[src/sv/tcfla_ram.sv]
// Generic single-write, single-read RAM with registered read data.
// No dependencies.
module tcfla_ram #(
  parameter int WIDTH = 8,
  parameter int DEPTH = 16
) (
  input  logic                     clk,
  input  logic                     we,
  input  logic [$clog2(DEPTH)-1:0] waddr,
  input  logic [WIDTH-1:0]         wdata,
  input  logic [$clog2(DEPTH)-1:0] raddr,
  output logic [WIDTH-1:0]         rdata
);

  logic [WIDTH-1:0] mem [DEPTH];
  logic [WIDTH-1:0] rdata_r;

  always_ff @(posedge clk) begin
    if (we) begin
      mem[waddr] <= wdata;
    end
    rdata_r <= mem[raddr];
  end

  assign rdata = rdata_r;

endmodule

[config.mk]
export PLATFORM = sky130hd
export DESIGN_NAME = tcfla_ram
export DESIGN_NICKNAME = d
export VERILOG_FILES = /design/src/sv/tcfla_ram.sv
export SDC_FILE = /design/constraint.sdc
export NUM_CORES = 1
export LEC_CHECK = 0
export BUFFER_PORTS_ARGS = -buffer_cell sky130_fd_sc_hd__buf_4
export CORE_ASPECT_RATIO = 0.5
export CORE_UTILIZATION = 50
export DETAILED_ROUTE_END_ITERATION = 7
export GPL_TIMING_DRIVEN = 0
export PLACE_DENSITY = 0.69
export SETUP_SLACK_MARGIN = 0.15
export SLEW_MARGIN = 20
export SYNTH_ARGS = -nofsm -noshare
export SYNTH_HDL_FRONTEND = slang
export SYNTH_SLANG_ARGS = --single-unit
[constraint.sdc]
create_clock -name clk -period 2.65 [get_ports clk]
set_input_delay 0.1325 -clock clk [delete_from_list [all_inputs] [get_ports clk]]
set_output_delay 0.1325 -clock clk [all_outputs]
set_load 0.02 [all_outputs]
==> results.sh <==
export IMPL_status="complete, no violations"
export IMPL_yosysWarnings=0
export IMPL_cts_hold_buf=0
export IMPL_area_growth_pct=17.7
export IMPL_clk_pin_slew_ps=60
export IMPL_period_needed_ps=1560
export IMPL_max_freq_ghz=0.641
export IMPL_core_sq_mm=0.00973
export IMPL_cp_end_kind="register"
export IMPL_grt_pass1_vias=2474
export IMPL_worstHoldPathType="in -> reg"
export IMPL_critPathMaxStageDelay_ps=530
export IMPL_dr_total_vias=2409
export IMPL_cts_tree="built"
export IMPL_crit_required_ps=2910
export IMPL_grt_overflow_total=0
export IMPL_gp_congestion=0.736
export IMPL_skew_ps=6.47
export IMPL_post_cts_buffers=0
export IMPL_yosys_register_bits=136
export IMPL_cts_max_level=4
export IMPL_grt_antenna_before_repair=0
export IMPL_syn_area_sq_mm=0.00515
export IMPL_worstPathArrival_ps=1820
export IMPL_detail_route_antenna_nets=0
export IMPL_power_density_mw_per_mm2=799
export IMPL_fin_ws_ps=1090
export IMPL_ctsRootBufferMaster="clkbuf_16"
export IMPL_wl_mm=9.59
export IMPL_placed_cell_area_sq_mm=0.00552
export IMPL_pre_cts_ws_ps=814
export IMPL_ys_seq_area_frac=0.778
export IMPL_busiest_layer="met2"
export IMPL_die_area_sq_mm=0.0107
export IMPL_drc=0
export IMPL_io_buffers=24
export IMPL_leakagePower_nw=2.03
export IMPL_final_nets=290
export IMPL_setup_tns_ps=0
export IMPL_cp_max_fo=1
export IMPL_path_cells="mux4_1 > a22oi_1 > nand2_1"
export IMPL_avgSynthCellArea_sq_um=22.5
export IMPL_finalCritPeriodShare=0.589
export IMPL_yosys_area_top_type_share=0.747
export IMPL_slew_headroom=0.428
export IMPL_ir_drop_mv=0.501
export IMPL_critical_path_class="reg -> reg"
export IMPL_met1_usage=0.269
export IMPL_cp_num_buf_inv=0
export IMPL_ys_types=19
export IMPL_design_area_sq_mm=0.00606
export IMPL_synth_cells=229
export IMPL_drv_cap=0
export IMPL_worstMarginPinSlew_ps=854
export IMPL_cts_sinks=136
export IMPL_numCtsBuffers=17
export IMPL_clk_latency_ps=400
export IMPL_row_count=25
export IMPL_slew_viol_final=0
export IMPL_ios=26
export IMPL_grt_usage=0.199
export IMPL_initialDrtViolationCount=192
export IMPL_start_kind="register"
export IMPL_diodes=0
export IMPL_grt_max_degree=17
export IMPL_synth_top_cells_by_area="edfxtp_1 (75%), mux4_2 (7.9%), mux4_1 (7.1%), dfxtp_1 (3.1%), a22oi_1 (2.3%)"
export IMPL_power_mw=4.85
export IMPL_crit_family="multiplexers"
export IMPL_dp_hpwl_mm=6.25
export IMPL_yosysTopAreaCell="edfxtp_1"
export IMPL_cp_slowest_cell="mux4_1"
export IMPL_wl_per_cell_um=22.8
export IMPL_clockBufferDepth=2
export IMPL_cts_resized=0
export IMPL_start_util=0.529
export IMPL_rsz0062_at_grt="false"
export IMPL_hold_viol_final=0
export IMPL_final_setup_viol_count=0
export IMPL_drive_above_1_share=0.284
export IMPL_dr_pass1_iters=5
export IMPL_met2_usage=0.313
export IMPL_grt_pass1_wl_mm=14.4
export IMPL_grt_use_met3=0.0553
export IMPL_die_w_um=145
export IMPL_synthesis_nets=247
export IMPL_die_height_um=73.7
export IMPL_viasPerCell=5.74
## metrics by stage
step / cells / util / hold slack, ps
2_1_floorplan: 229 / - / 231
6_report: 420 / 0.623 / 43.2
5_1_grt: 420 / 0.623 / 32.7
3_3_place_gp: 388 / 0.565 / 433
4_1_cts: 420 / 0.623 / 30.8
3_5_place_dp: 388 / 0.567 / 454
## per-layer routing
metal  vias up  wire, um
li1       1058         -
met1      1243      3840
met2        99      4740
met3         9       944
met4         0        63
met5         -         0
## cells in the mapped netlist
master and number:
nor3_1 4, and2_1 1, mux4_2 18, nand3b_1 2, dfxtp_1 8, buf_2 3, and2b_1 1, nand3_1 1
edfxtp_1 128, mux4_1 14, nand2b_1 2, clkdlybuf4s25_2 3, buf_4 1, a22oi_1 16, or3b_2 1, nor2_1 13
nand2_1 9, nor2b_1 1, buf_6 3
## placed cells by master (no fill, tap or decap), drive strengths merged, types with 3 or more instances in the layout
| cell type | instances |
|---|---|
| mux4 | 32 |
| edfxtp | 128 |
| nand2 | 9 |
| a22oi | 16 |
| clkdlybuf4s25 | 3 |
| clkbuf | 19 |
| nor2 | 13 |
| buf | 31 |
| dfxtp | 8 |
| nor3 | 4 |
| clkinv | 11 |
## logic make-up (layout without fill, tap and decap cells)
kind of cell,count (synthesis),in the layout,synth area share
AOI/OAI and AO/OA,16,16,0.0233
buffers and inverters,10,66,0.0168
DFF,136,136,0.778
muxes,32,32,0.150
and+or+nand+nor,35,35,0.0318
## sequential cells by signal, summed over array words and instances (netlist names)
register	flops
rdata	8
mem	128
## worst paths after layout
kind | startpoint | end | slack [ps] | depth (start not counted)
worst max-delay path | mem[9][1] | rdata[1] | 1090 | 3
worst max register to register | mem[9][1] | rdata[1] | 1090 | 3
worst min register to register | mem[15][3] | rdata[3] | 690 | 3
worst min-delay path | wdata[7] | mem[5][7] | 40 | 1
## where the power goes
group | switching, mW | internal (mW) | total (mW) | leakage, nW
registers | 0.0125 | 2.41 | 2.42 | 1.22
clock network | 0.810 | 1.36 | 2.17 | 0.269
logic | 0.149 | 0.111 | 0.260 | 0.539
## area by class of cell
type | count | area [sq um]
Sequential cell | 136 | 4000
Fill cell | 647 | 3670
Multi-Input combinational cell | 83 | 1080
Clock buffer | 19 | 433
Timing Repair Buffer | 24 | 180
Tap cell | 135 | 169
Clock inverter | 13 | 111
Buffer | 10 | 86.3
(Power assumes the default switching activity.)
